**src/vfv_pkg.sv**
```systemverilog
// Shared types and constants for the voxel face visibility mask unit.
// No dependencies; every file but vfv_ram imports this package.
package vfv_pkg;

  // Fixed field widths of the transaction payloads.
  localparam int unsigned OPC_W      = 3;
  localparam int unsigned POS_XZ_W   = 4;
  localparam int unsigned POS_Y_W    = 8;
  localparam int unsigned FLD_CODE_W = 8;
  localparam int unsigned MASK_W     = 6;

  // Configuration port.
  localparam int unsigned CFG_IDX_W  = 1;
  localparam int unsigned CFG_DATA_W = 8;
  localparam logic [CFG_IDX_W-1:0] CFG_AIR   = 1'd0;
  localparam logic [CFG_IDX_W-1:0] CFG_WATER = 1'd1;

  // Face order, shared by the mask bits, neighbor codes and slice stores.
  localparam int unsigned FACE_N    = 0;  // z-1
  localparam int unsigned FACE_S    = 1;  // z+1
  localparam int unsigned FACE_W    = 2;  // x-1
  localparam int unsigned FACE_E    = 3;  // x+1
  localparam int unsigned FACE_B    = 4;  // y-1
  localparam int unsigned FACE_T    = 5;  // y+1
  localparam int unsigned NUM_FACES = 6;
  localparam int unsigned NUM_SIDES = 4;

  typedef enum logic [OPC_W-1:0] {
    OP_CENTRE = 3'd0,
    OP_NORTH  = 3'd1,
    OP_SOUTH  = 3'd2,
    OP_WEST   = 3'd3,
    OP_EAST   = 3'd4,
    OP_QUERY  = 3'd5
  } vfv_op_e;

  typedef struct packed {
    logic [OPC_W-1:0]      opcode;
    logic [POS_XZ_W-1:0]   pos_x;
    logic [POS_Y_W-1:0]    pos_y;
    logic [POS_XZ_W-1:0]   pos_z;
    logic [FLD_CODE_W-1:0] write_code;
  } vfv_in_t;

  typedef struct packed {
    logic [FLD_CODE_W-1:0] voxel_code;
    logic                  is_liquid;
    logic [MASK_W-1:0]     face_mask;
    logic                  liquid_on_top;
  } vfv_out_t;

  // Compare results handed from the classify stage to the mask stage.
  typedef struct packed {
    logic [NUM_FACES-1:0] nb_air;
    logic [NUM_FACES-1:0] nb_water;
    logic                 bot_same;
    logic                 top_same;
    logic                 liquid;
    logic                 y_lo;
    logic                 y_hi;
  } vfv_flags_t;

endpackage

```
**src/vfv_mask.sv**
```systemverilog
// Stage 3: face mask and liquid-on-top rules, into the output register.
// Depends on vfv_pkg.
module vfv_mask import vfv_pkg::*; #(
  parameter int unsigned CODE_BITS = 8
) (
  input  logic                 clk_i,
  input  logic                 en_i,
  input  logic [CODE_BITS-1:0] blk_code_i,
  input  vfv_flags_t           flags_i,
  output vfv_out_t             out_o
);

  vfv_out_t out_d, out_q;
  logic     liq;

  assign liq = flags_i.liquid;

  always_comb begin
    // Sides: water sees only air, anything else sees air or water.
    for (int i = 0; i < NUM_SIDES; i++) begin
      out_d.face_mask[i] = flags_i.nb_air[i] || (!liq && flags_i.nb_water[i]);
    end
    out_d.face_mask[FACE_B] = flags_i.y_lo ||
        (liq ? (!flags_i.bot_same && flags_i.nb_air[FACE_B])
             : (flags_i.nb_air[FACE_B] || flags_i.nb_water[FACE_B]));
    out_d.face_mask[FACE_T] = flags_i.y_hi ||
        (liq ? !flags_i.top_same
             : (flags_i.nb_air[FACE_T] || flags_i.nb_water[FACE_T]));
    out_d.liquid_on_top = !flags_i.y_hi && liq && flags_i.top_same;
    out_d.is_liquid     = liq;
    out_d.voxel_code    = FLD_CODE_W'(blk_code_i);
  end

  always_ff @(posedge clk_i) begin
    if (en_i) begin
      out_q <= out_d;
    end
  end

  assign out_o = out_q;

endmodule

```
**config.mk**
```make
export PLATFORM = sky130hd
export DESIGN_NAME = vfv_mask
export DESIGN_NICKNAME = d
export VERILOG_FILES = /design/src/vfv_pkg.sv /design/src/vfv_mask.sv
export SDC_FILE = /design/constraint.sdc
export NUM_CORES = 1
export LEC_CHECK = 0
export ABC_AREA = 1
export BUFFER_PORTS_ARGS = -buffer_cell sky130_fd_sc_hd__buf_2
export CAP_MARGIN = 25
export CORE_MARGIN = 1
export CORE_UTILIZATION = 40
export DETAILED_ROUTE_END_ITERATION = 10
export PLACE_DENSITY = 0.84
export SLEW_MARGIN = 20
export SYNTH_ARGS = -nofsm -noshare
export SYNTH_HDL_FRONTEND = slang
export SYNTH_SLANG_ARGS = --single-unit
export TNS_END_PERCENT = 100
```
**constraint.sdc**
```tcl
create_clock -name clk_i -period 0.8 [get_ports clk_i]
set_input_delay 0 -clock clk_i [delete_from_list [all_inputs] [get_ports clk_i]]
set_output_delay 0 -clock clk_i [all_outputs]
set_load 0.02 [all_outputs]
```
; ---- After elaboration in Yosys (flattened, before gate mapping)
; Cells that the tools add are included.
[totals]
wordCells = 25
ff_bits = 16
in_bits = 27
out_inout_bits = 16
[classes]
muxes = 2
reduce_logical = 19
[op_table]
columns = operator, n
row1 = $logic_or A1 B1 Y1, 8
row2 = $logic_and A1 B1 Y1, 7
row3 = $logic_not A1 Y1, 4
row4 = $mux W1, 2

; ---- Depth between registers and ports, before layout
[depth]
depth_word = 4
depth_mapped = 4
depth_no_buf = 4

; ---- Least setup slack after synthesis
; No wires, ideal clock.
[synth_path]
kind = input port to flip-flop
start = input port flags_i[2] in the netlist's numbering
end = register out_q, in the netlist out_o[6] (data pin)
n_path_buf = 0
setup_ns = 0.249
slack_ns = 0.349
stages = 4
t_arrival_ns = 0.202
cell_sequence = nor2_1 > nand2_1 > nand2_1 > inv_1
[synth_lines]
columns = element, line
row1 = "start, declared", vfv_mask.sv:9  ; input vfv_flags_t flags_i,
row2 = "end signal, assigned", vfv_mask.sv:36  ; out_q <= out_d;
row3 = "end, declared", vfv_mask.sv:13  ; vfv_out_t out_d, out_q;

; ---- Worst setup path in the final report
[layout_path]
start = register out_q, in the netlist out_o[1]
end = output port out_o[1] in the netlist's numbering
[layout_lines]
columns = element, line
row1 = "end, declared", vfv_mask.sv:10  ; output vfv_out_t out_o
; No word-level cell between the ends.

==> results.cfg <==
[outcome]
status = complete, but fails checks
violations = setup timing

[placed_design]
dp_cells = 90
dpl.hpwl_um = 719
pre_cts_slack_ns = 0.158
portBuffers = 42
gp_congestion = 0.648

[timing]
timing.final.crit_share = 1.10
rsz0062_at_grt = yes
fmax_ghz = 1.14
holdWs_ns = 0.00425
finalSetupViolations = 17
relSlewSlack = 0.766
setup_slack_ns = -0.0788
finalHoldViolations = 0
period_minus_slack_ns = 0.879
tightest_slew_ns = 0.351
drv_slew = 0

[clock_network]
cts_tree = done
clk_pin_slew_worst_paths_ns = 0.10
cts.sinks = 16
root_buffer = clkbuf_4
htree_levels = 1
cts_inserted_buffers = 3
clock_path_buffers = 2

[setup_path]
cp-start-kind = register
crit_chain = buf_6
slowest_delay_ns = 0.43
critical_path_arrival_ns = 0.88
worstPathMaxFanout = 1
cp_slowest_cell = edfxtp_1
endpoint_kind = output port
crit_required_ns = 0.80
path_delay_family = flip-flops
crit_buf_inv = 1
crit_type = reg2out

[synth]
synth_xor_area_frac = 0
avgSynthCellArea_um2 = 17.1
synth_mux_area_frac = 0
synth_nets = 60
yosysUniqueCellTypes = 9
yosysWarnings = 0
yosysSeqAreaShare = 0.853
synth-compound-area-share = 0.0711
syn_inst = 33
synth_seq_cells = 16
synth-simple-area-share = 0.0422
synth_top_family_by_area = compound AO/OA/AOI/OAI gates
synthAdderAreaFrac = 0
syn-cell-area_um2 = 563

[die]
die-width_um = 39.5
ios = 43
fp.dieH_um = 39.5
coreArea_um2 = 1300
rows = 13
die_area_um2 = 1560
start_util = 0.433

[drt]
wl_mm = 1.90
drcViolationCount = 0
vias = 542
viasPerCell = 4.93
drt_iter0_drc = 23
firstDrtPassIters = 4
wire_per_inst_um = 17.2
postRouteAntennaNets = 0

[power_and_ir_drop]
p_leak_nw = 0.490
ir_drop_mv = 1.61
cellPowerDensity_nw_per_um2 = 1780

[global_route]
grt_pass1_wl_mm = 2.31
grt_max_degree = 17
grt_usage = 0.248
grt_overflow = 0
grt_pass1_vias = 525
antenna_found_initial = 0

[run]
cap_violations = 0

[finish]
nFillCells = 74
n_antenna_cell = 0
largest_register_ffs = 16
layout.nets = 123
drive_gt1_frac = 0.484
area_delta_synth_final_pct = 85.3
final_cells = 110

[worst_hold_path]
hp-class = in2reg
## cell type report
class	count	area, um2	share of cell area
timing repair buffer	58	432	0.414
inverter	5	18.8	0.0180
clock buffer	3	22.5	0.0216
clock inverter	1	3.75	0.00360
tap	15	18.8	0.0180
sequential	16	480	0.460
multi-input combinational	12	67.6	0.0647
## placed cells by master, fill, tap and decap left out
cell type / n
a21oi_2: 1
nand3_1: 1
clkbuf_4: 3
nor2_1: 2
inv_1: 4
a21o_1: 4
dlygate4sd3_1: 17
buf_2: 32
nand2_1: 3
inv_2: 1
clkinv_1: 1
buf_6: 9
edfxtp_1: 16
o21ai_0: 1
## stage by stage
step                TNS, ns  power (mW)   util  area [um2]
global route         -0.875        1.91  0.802        1040
CTS                  -0.149        1.76  0.764         995
finish               -0.578        1.86  0.802        1040
global placement          0        1.28  0.609         792
detailed placement        0        1.29  0.609         792
floorplan                 0        1.15      -         563
## path summary, 6_finish.rpt
| check | from | to | cells after the start |
|---|---|---|---|
| worst max-delay path | out_o[1] | out_o[1] | 1 |
| worst min-delay path | flags_i[7] | out_o[3] | 2 |
## repair_timing
item	CTS	global route
endpoints found under the hold margin	14	0
endpoints found under the setup margin	14	18
setup buffers	0	0
resized for setup	2	17
hold buffers	17	0
## cells in the mapped netlist
| cell type | instances | share of area |
|---|---|---|
| a21o_1 | 4 | 0.053 |
| o21ai_0 | 1 | 0.0089 |
| inv_2 | 1 | 0.0067 |
| a21oi_1 | 1 | 0.0089 |
| nand3_1 | 1 | 0.0089 |
| edfxtp_1 | 16 | 0.85 |
| nor2_1 | 2 | 0.013 |
| nand2_1 | 3 | 0.020 |
| inv_1 | 4 | 0.027 |
## power breakdown
group	leakage (nW)	switching, mW	total (mW)	internal [mW]
sequential	0.157	0.0274	1.03	0.999
clock	0.0154	0.267	0.449	0.182
combinational	0.318	0.186	0.383	0.197
total	0.490	0.481	1.86	1.38
## layer usage
layer	vias up	share of wire	GRT usage
met1	259	0.38	0.271
met2	34	0.52	0.455
li1	242	-	-
met3	7	0.079	0.0511
met5	-	0	0
met4	0	0.020	0.103
## cell families after synthesis
logic type,count (synthesis)
buffers and inverters,5
AOI/OAI and AO/OA,6
and+or+nand+nor,6
DFF,16
Note: power is estimated with default switching activity, not from simulation.
