## config.mk

```make
export PLATFORM = sky130hd
export DESIGN_NAME = vfv_classify
export DESIGN_NICKNAME = d
export VERILOG_FILES = /design/src/vfv_pkg.sv /design/src/vfv_classify.sv
export SDC_FILE = /design/constraint.sdc
export NUM_CORES = 1
export LEC_CHECK = 0
export BUFFER_PORTS_ARGS = -buffer_cell sky130_fd_sc_hd__buf_2
export CORE_ASPECT_RATIO = 1.4
export CORE_MARGIN = 2
export CORE_UTILIZATION = 50
export CTS_BUF_LIST = sky130_fd_sc_hd__clkbuf_4 sky130_fd_sc_hd__clkbuf_8 sky130_fd_sc_hd__clkbuf_16
export CTS_CLUSTER_DIAMETER = 200
export DETAILED_ROUTE_END_ITERATION = 6
export HOLD_SLACK_MARGIN = 0.15
export PLACE_DENSITY = 0.93
export SLEW_MARGIN = 20
export SYNTH_ARGS = -nofsm -noshare
export SYNTH_HDL_FRONTEND = slang
export SYNTH_SLANG_ARGS = --single-unit
```

## constraint.sdc

```tcl
create_clock -name clk_i -period 1.5 [get_ports clk_i]
set_input_delay 0.075 -clock clk_i [delete_from_list [all_inputs] [get_ports clk_i]]
set_output_delay 0.075 -clock clk_i [all_outputs]
set_load 0.1 [all_outputs]
```

## src/vfv_pkg.sv

```systemverilog
// Shared types and constants for the voxel face visibility mask unit.
// No dependencies; every file but vfv_ram imports this package.
package vfv_pkg;

  // Fixed field widths of the transaction payloads.
  localparam int unsigned OPC_W      = 3;
  localparam int unsigned POS_XZ_W   = 4;
  localparam int unsigned POS_Y_W    = 8;
  localparam int unsigned FLD_CODE_W = 8;
  localparam int unsigned MASK_W     = 6;

  // Configuration port.
  localparam int unsigned CFG_IDX_W  = 1;
  localparam int unsigned CFG_DATA_W = 8;
  localparam logic [CFG_IDX_W-1:0] CFG_AIR   = 1'd0;
  localparam logic [CFG_IDX_W-1:0] CFG_WATER = 1'd1;

  // Face order, shared by the mask bits, neighbor codes and slice stores.
  localparam int unsigned FACE_N    = 0;  // z-1
  localparam int unsigned FACE_S    = 1;  // z+1
  localparam int unsigned FACE_W    = 2;  // x-1
  localparam int unsigned FACE_E    = 3;  // x+1
  localparam int unsigned FACE_B    = 4;  // y-1
  localparam int unsigned FACE_T    = 5;  // y+1
  localparam int unsigned NUM_FACES = 6;
  localparam int unsigned NUM_SIDES = 4;

  typedef enum logic [OPC_W-1:0] {
    OP_CENTRE = 3'd0,
    OP_NORTH  = 3'd1,
    OP_SOUTH  = 3'd2,
    OP_WEST   = 3'd3,
    OP_EAST   = 3'd4,
    OP_QUERY  = 3'd5
  } vfv_op_e;

  typedef struct packed {
    logic [OPC_W-1:0]      opcode;
    logic [POS_XZ_W-1:0]   pos_x;
    logic [POS_Y_W-1:0]    pos_y;
    logic [POS_XZ_W-1:0]   pos_z;
    logic [FLD_CODE_W-1:0] write_code;
  } vfv_in_t;

  typedef struct packed {
    logic [FLD_CODE_W-1:0] voxel_code;
    logic                  is_liquid;
    logic [MASK_W-1:0]     face_mask;
    logic                  liquid_on_top;
  } vfv_out_t;

  // Compare results handed from the classify stage to the mask stage.
  typedef struct packed {
    logic [NUM_FACES-1:0] nb_air;
    logic [NUM_FACES-1:0] nb_water;
    logic                 bot_same;
    logic                 top_same;
    logic                 liquid;
    logic                 y_lo;
    logic                 y_hi;
  } vfv_flags_t;

endpackage

```

## src/vfv_classify.sv

```systemverilog
// Stage 2: compares the voxel and its neighbors against the air and water codes.
// Depends on vfv_pkg.
module vfv_classify import vfv_pkg::*; #(
  parameter int unsigned CODE_BITS = 8
) (
  input  logic                                clk_i,
  input  logic                                en_i,
  input  logic [CODE_BITS-1:0]                blk_code_i,
  input  logic [NUM_FACES-1:0][CODE_BITS-1:0] nb_code_i,
  input  logic                                y_lo_i,
  input  logic                                y_hi_i,
  input  logic [CODE_BITS-1:0]                air_i,
  input  logic [CODE_BITS-1:0]                water_i,
  output logic [CODE_BITS-1:0]                blk_code_o,
  output vfv_flags_t                          flags_o
);

  vfv_flags_t           flags_d, flags_q;
  logic [CODE_BITS-1:0] blk_code_q;

  always_comb begin
    for (int i = 0; i < NUM_FACES; i++) begin
      flags_d.nb_air[i]   = (nb_code_i[i] == air_i);
      flags_d.nb_water[i] = (nb_code_i[i] == water_i);
    end
    flags_d.bot_same = (nb_code_i[FACE_B] == blk_code_i);
    flags_d.top_same = (nb_code_i[FACE_T] == blk_code_i);
    flags_d.liquid   = (blk_code_i == water_i);
    flags_d.y_lo     = y_lo_i;
    flags_d.y_hi     = y_hi_i;
  end

  always_ff @(posedge clk_i) begin
    if (en_i) begin
      flags_q    <= flags_d;
      blk_code_q <= blk_code_i;
    end
  end

  assign flags_o    = flags_q;
  assign blk_code_o = blk_code_q;

endmodule

```

# == Word-level counts from Yosys, hierarchy flattened ==
# Cells that the tools add are included.
# W data, S select, Z words.
# word_totals
word_cells,23
register_bits,25
output_inout_bits,25
input_bits,76
# op_classes
eq_ne,15
# op_table
operator,n
$eq A8 B8 Y1,15

# == Logic depth before layout (Yosys ltp) ==
# depth
ltp_word,1
depth_mapped,4
depth_no_buf,3

# == Worst setup path after synthesis ==
# No wires, ideal clock.
# synth_path
kind,reg2out
from,"reg blk_code_q[0], in the netlist blk_code_o[0]"
to,out blk_code_o[0]
setup_slack_ps,521
arrival_time_ps,904
path_stages_with_launch,1
path_buffers,0
t_required_ps,1425
path_cell_list,edfxtp_1
# synth_rtl
element,line_no,text
"start, declared",vfv_classify.sv:19,logic [CODE_BITS-1:0] blk_code_q;
"start signal, assigned",vfv_classify.sv:36,blk_code_q <= blk_code_i;
"end, declared",vfv_classify.sv:14,"output logic [CODE_BITS-1:0] blk_code_o,"
# No word-level cell between the ends.

# == Worst setup path after layout ==
# layout_path
from,reg flags_q (netlist bit flags_o[11])
to,out flags_o[11] (netlist bit)
# layout_rtl
element,line_no,text
"start, declared",vfv_classify.sv:18,"vfv_flags_t flags_d, flags_q;"
"start signal, assigned",vfv_classify.sv:35,flags_q <= flags_d;
"end, declared",vfv_classify.sv:15,output vfv_flags_t flags_o
# No word-level cell between the ends.

==> results.cfg <==
[detailed_routing]
wl_met1_um = 2000
met2_length_um = 2950
drt_wl_total_um = 5400
wl_per_cell_um = 14.8
dr_total_vias = 1839
avgViaCountPerCell = 5.05
dr_wl_met3_um = 259
dr.max_layer_used = met4
drc_errors = 0
ant_nets = 0
drt_first_pass_iters = 4
drt-initial-drc-count = 24

[placement]
port_buffers = 100
place.gp.congestion = 0.923
dp_worst_setup_slack_ns = 0.579

[worst_setup_path]
critical_path_class = reg -> out
path_cells = buf_2
max_stage_delay_ns = 0.44
crit_fanout = 1
worst-path-buf-inv = 1
cp-end-kind = primary output
start_kind = flop
critPathSlowestCell = buf_2
cp.arrival_ns = 1.08
required_ns = 1.42
critical-path-top-delay-family = buffers and inverters

[global_routing]
gr-usage-all-layers = 0.227
gr-total-overflow = 0
grt_max_degree = 26
grt_pass1_wl_um = 8630
first_global_vias = 1898
antenna_found_initial = 0

[power_and_ir_drop]
power.leakage_nw = 0.975
p_per_area_mw_per_mm2 = 792
vdd_drop_max_mv = 0.315

[hold_path]
hold_path_depth = 4
hold_class = in -> reg
hp-start = nb_code_i[30]
hold_end = flags_o[14]

[synthesis]
yosys_warnings = 0
yosysTopAreaCell = xnor2_1
synth_cell_types = 6
netlist.area_leader.share = 0.474
synth_common_cells = xnor2_1 (120), nand4_1 (30), edfxtp_1 (25)
synth_compound_area_frac = 0
async_flop_share = 0
synth_fp_nets = 282
synth_xor_area_frac = 0.474
synth_cells = 206
synth_area_mm2 = 0.00222
synth.area.top_cells = xnor2_1 (47%), edfxtp_1 (34%), nand4_1 (8.5%)
synthFlopType = edfxtp_1
synth_top_family_by_area = XOR/XNOR gates
synth-edff-count = 25
seq_area_frac_synth = 0.338
synth_mux_area_frac = 0
synth-adder-area-share = 0
avgSynthCellArea_um2 = 10.8
yosysMostFrequentCell = xnor2_1
synthSimpleGateAreaFrac = 0.110
ys_ff_latch = 25

[finish]
areaGrowthSynthToFinish_pct = 24.9
num-fill-cells = 354
fin_nets = 381
insertedDiodeCount = 0
layout-drive-gt1-share = 0.342

[cts]
cts_made_buffers = 3
clock-sinks = 25
cts_tree = yes
clk_pin_slew_ns = 0.09
htreeDepth = 1
root_buffer = clkbuf_8
cts_resized = 0
ctsLongestPathBuffers = 2

[timing]
worst_pin_slew_ns = 0.555
tns_ns = 0
fin_crit_sh = 0.772
hold_violations = 0
slew_viol_final = 0
relSlewSlack = 0.630
period_minus_slack_ns = 1.16
rsz0062_at_grt = false
setup_ws_ns = 0.341
setup_violations = 0
fmax_mhz = 863
whs_ns = 0.246

[floorplanning]
die_area_mm2 = 0.00499
initial_core_util = 0.523
die_h_um = 82.8
ios = 101
core_mm2 = 0.00424
die_width_um = 60.3
rows = 28

[run]
drv_cap = 0

[run_status]
status = complete, no violations
==> sequential cells by signal, summed over array words and instances, names as in the netlist <==
signal	count
blk_code_o	8
flags_o	17
==> kinds of logic after synthesis <==
kind of cell           after synthesis
flip-flops                          25
buffers and inverters               16
AND/OR/NAND/NOR                     45
XOR/XNOR                           120
==> through the flow <==
step / total power [mW] / area [um^2] / std cells / utilization
final: 2.19 / 2770 / 364 / 0.653
after global placement: 1.77 / 2620 / 350 / 0.618
after global routing: 2.30 / 2770 / 364 / 0.653
after detailed placement: 1.78 / 2620 / 350 / 0.618
after floorplan: 1.56 / 2220 / 206 / -
after CTS: 2.20 / 2770 / 364 / 0.653
==> per-layer routing <==
metal  GRT usage  vias up
met3      0.0202       12
met5           0        -
li1            -      888
met2       0.408       71
met4      0.0970        0
met1       0.261      868
==> what timing repair did <==
action	CTS	global route
hold buffers	10	0
buffers inserted	0	0
endpoints found under the hold margin	10	0
==> layout make-up <==
class | instances | area [um^2] | area share
clock buffer | 4 | 48.8 | 0.0176
multi-input combinational | 165 | 1290 | 0.467
sequential | 25 | 751 | 0.271
tap | 60 | 75.1 | 0.0271
timing repair buffer | 110 | 601 | 0.217
==> power by group <==
part | total, mW | switching, mW | internal, mW
Combinational | 0.962 | 0.624 | 0.337
Sequential | 0.825 | 0.0112 | 0.814
Clock | 0.408 | 0.200 | 0.207
==> placed cells by master, fill, tap and decap left out <==
| master | count |
|---|---|
| xnor2_1 | 120 |
| nand4_1 | 30 |
| buf_2 | 100 |
| nor2_1 | 15 |
| clkbuf_4 | 1 |
| clkbuf_8 | 3 |
| dlygate4sd3_1 | 10 |
| edfxtp_1 | 25 |
==> how the worst max path moves through the flow <==
stage	start	endpoint	slack (ns)	cells after the start
final	flags_o[11]	flags_o[11]	0.34	1
after global routing	flags_o[6]	flags_o[6]	0.32	1
after CTS	flags_o[6]	flags_o[6]	0.36	1
after detailed placement	en_i	flags_o[0]	0.58	1
after global placement	en_i	flags_o[14]	0.60	1
after floorplan	blk_code_o[0]	blk_code_o[0]	0.52	0
(Power assumes the default switching activity.)
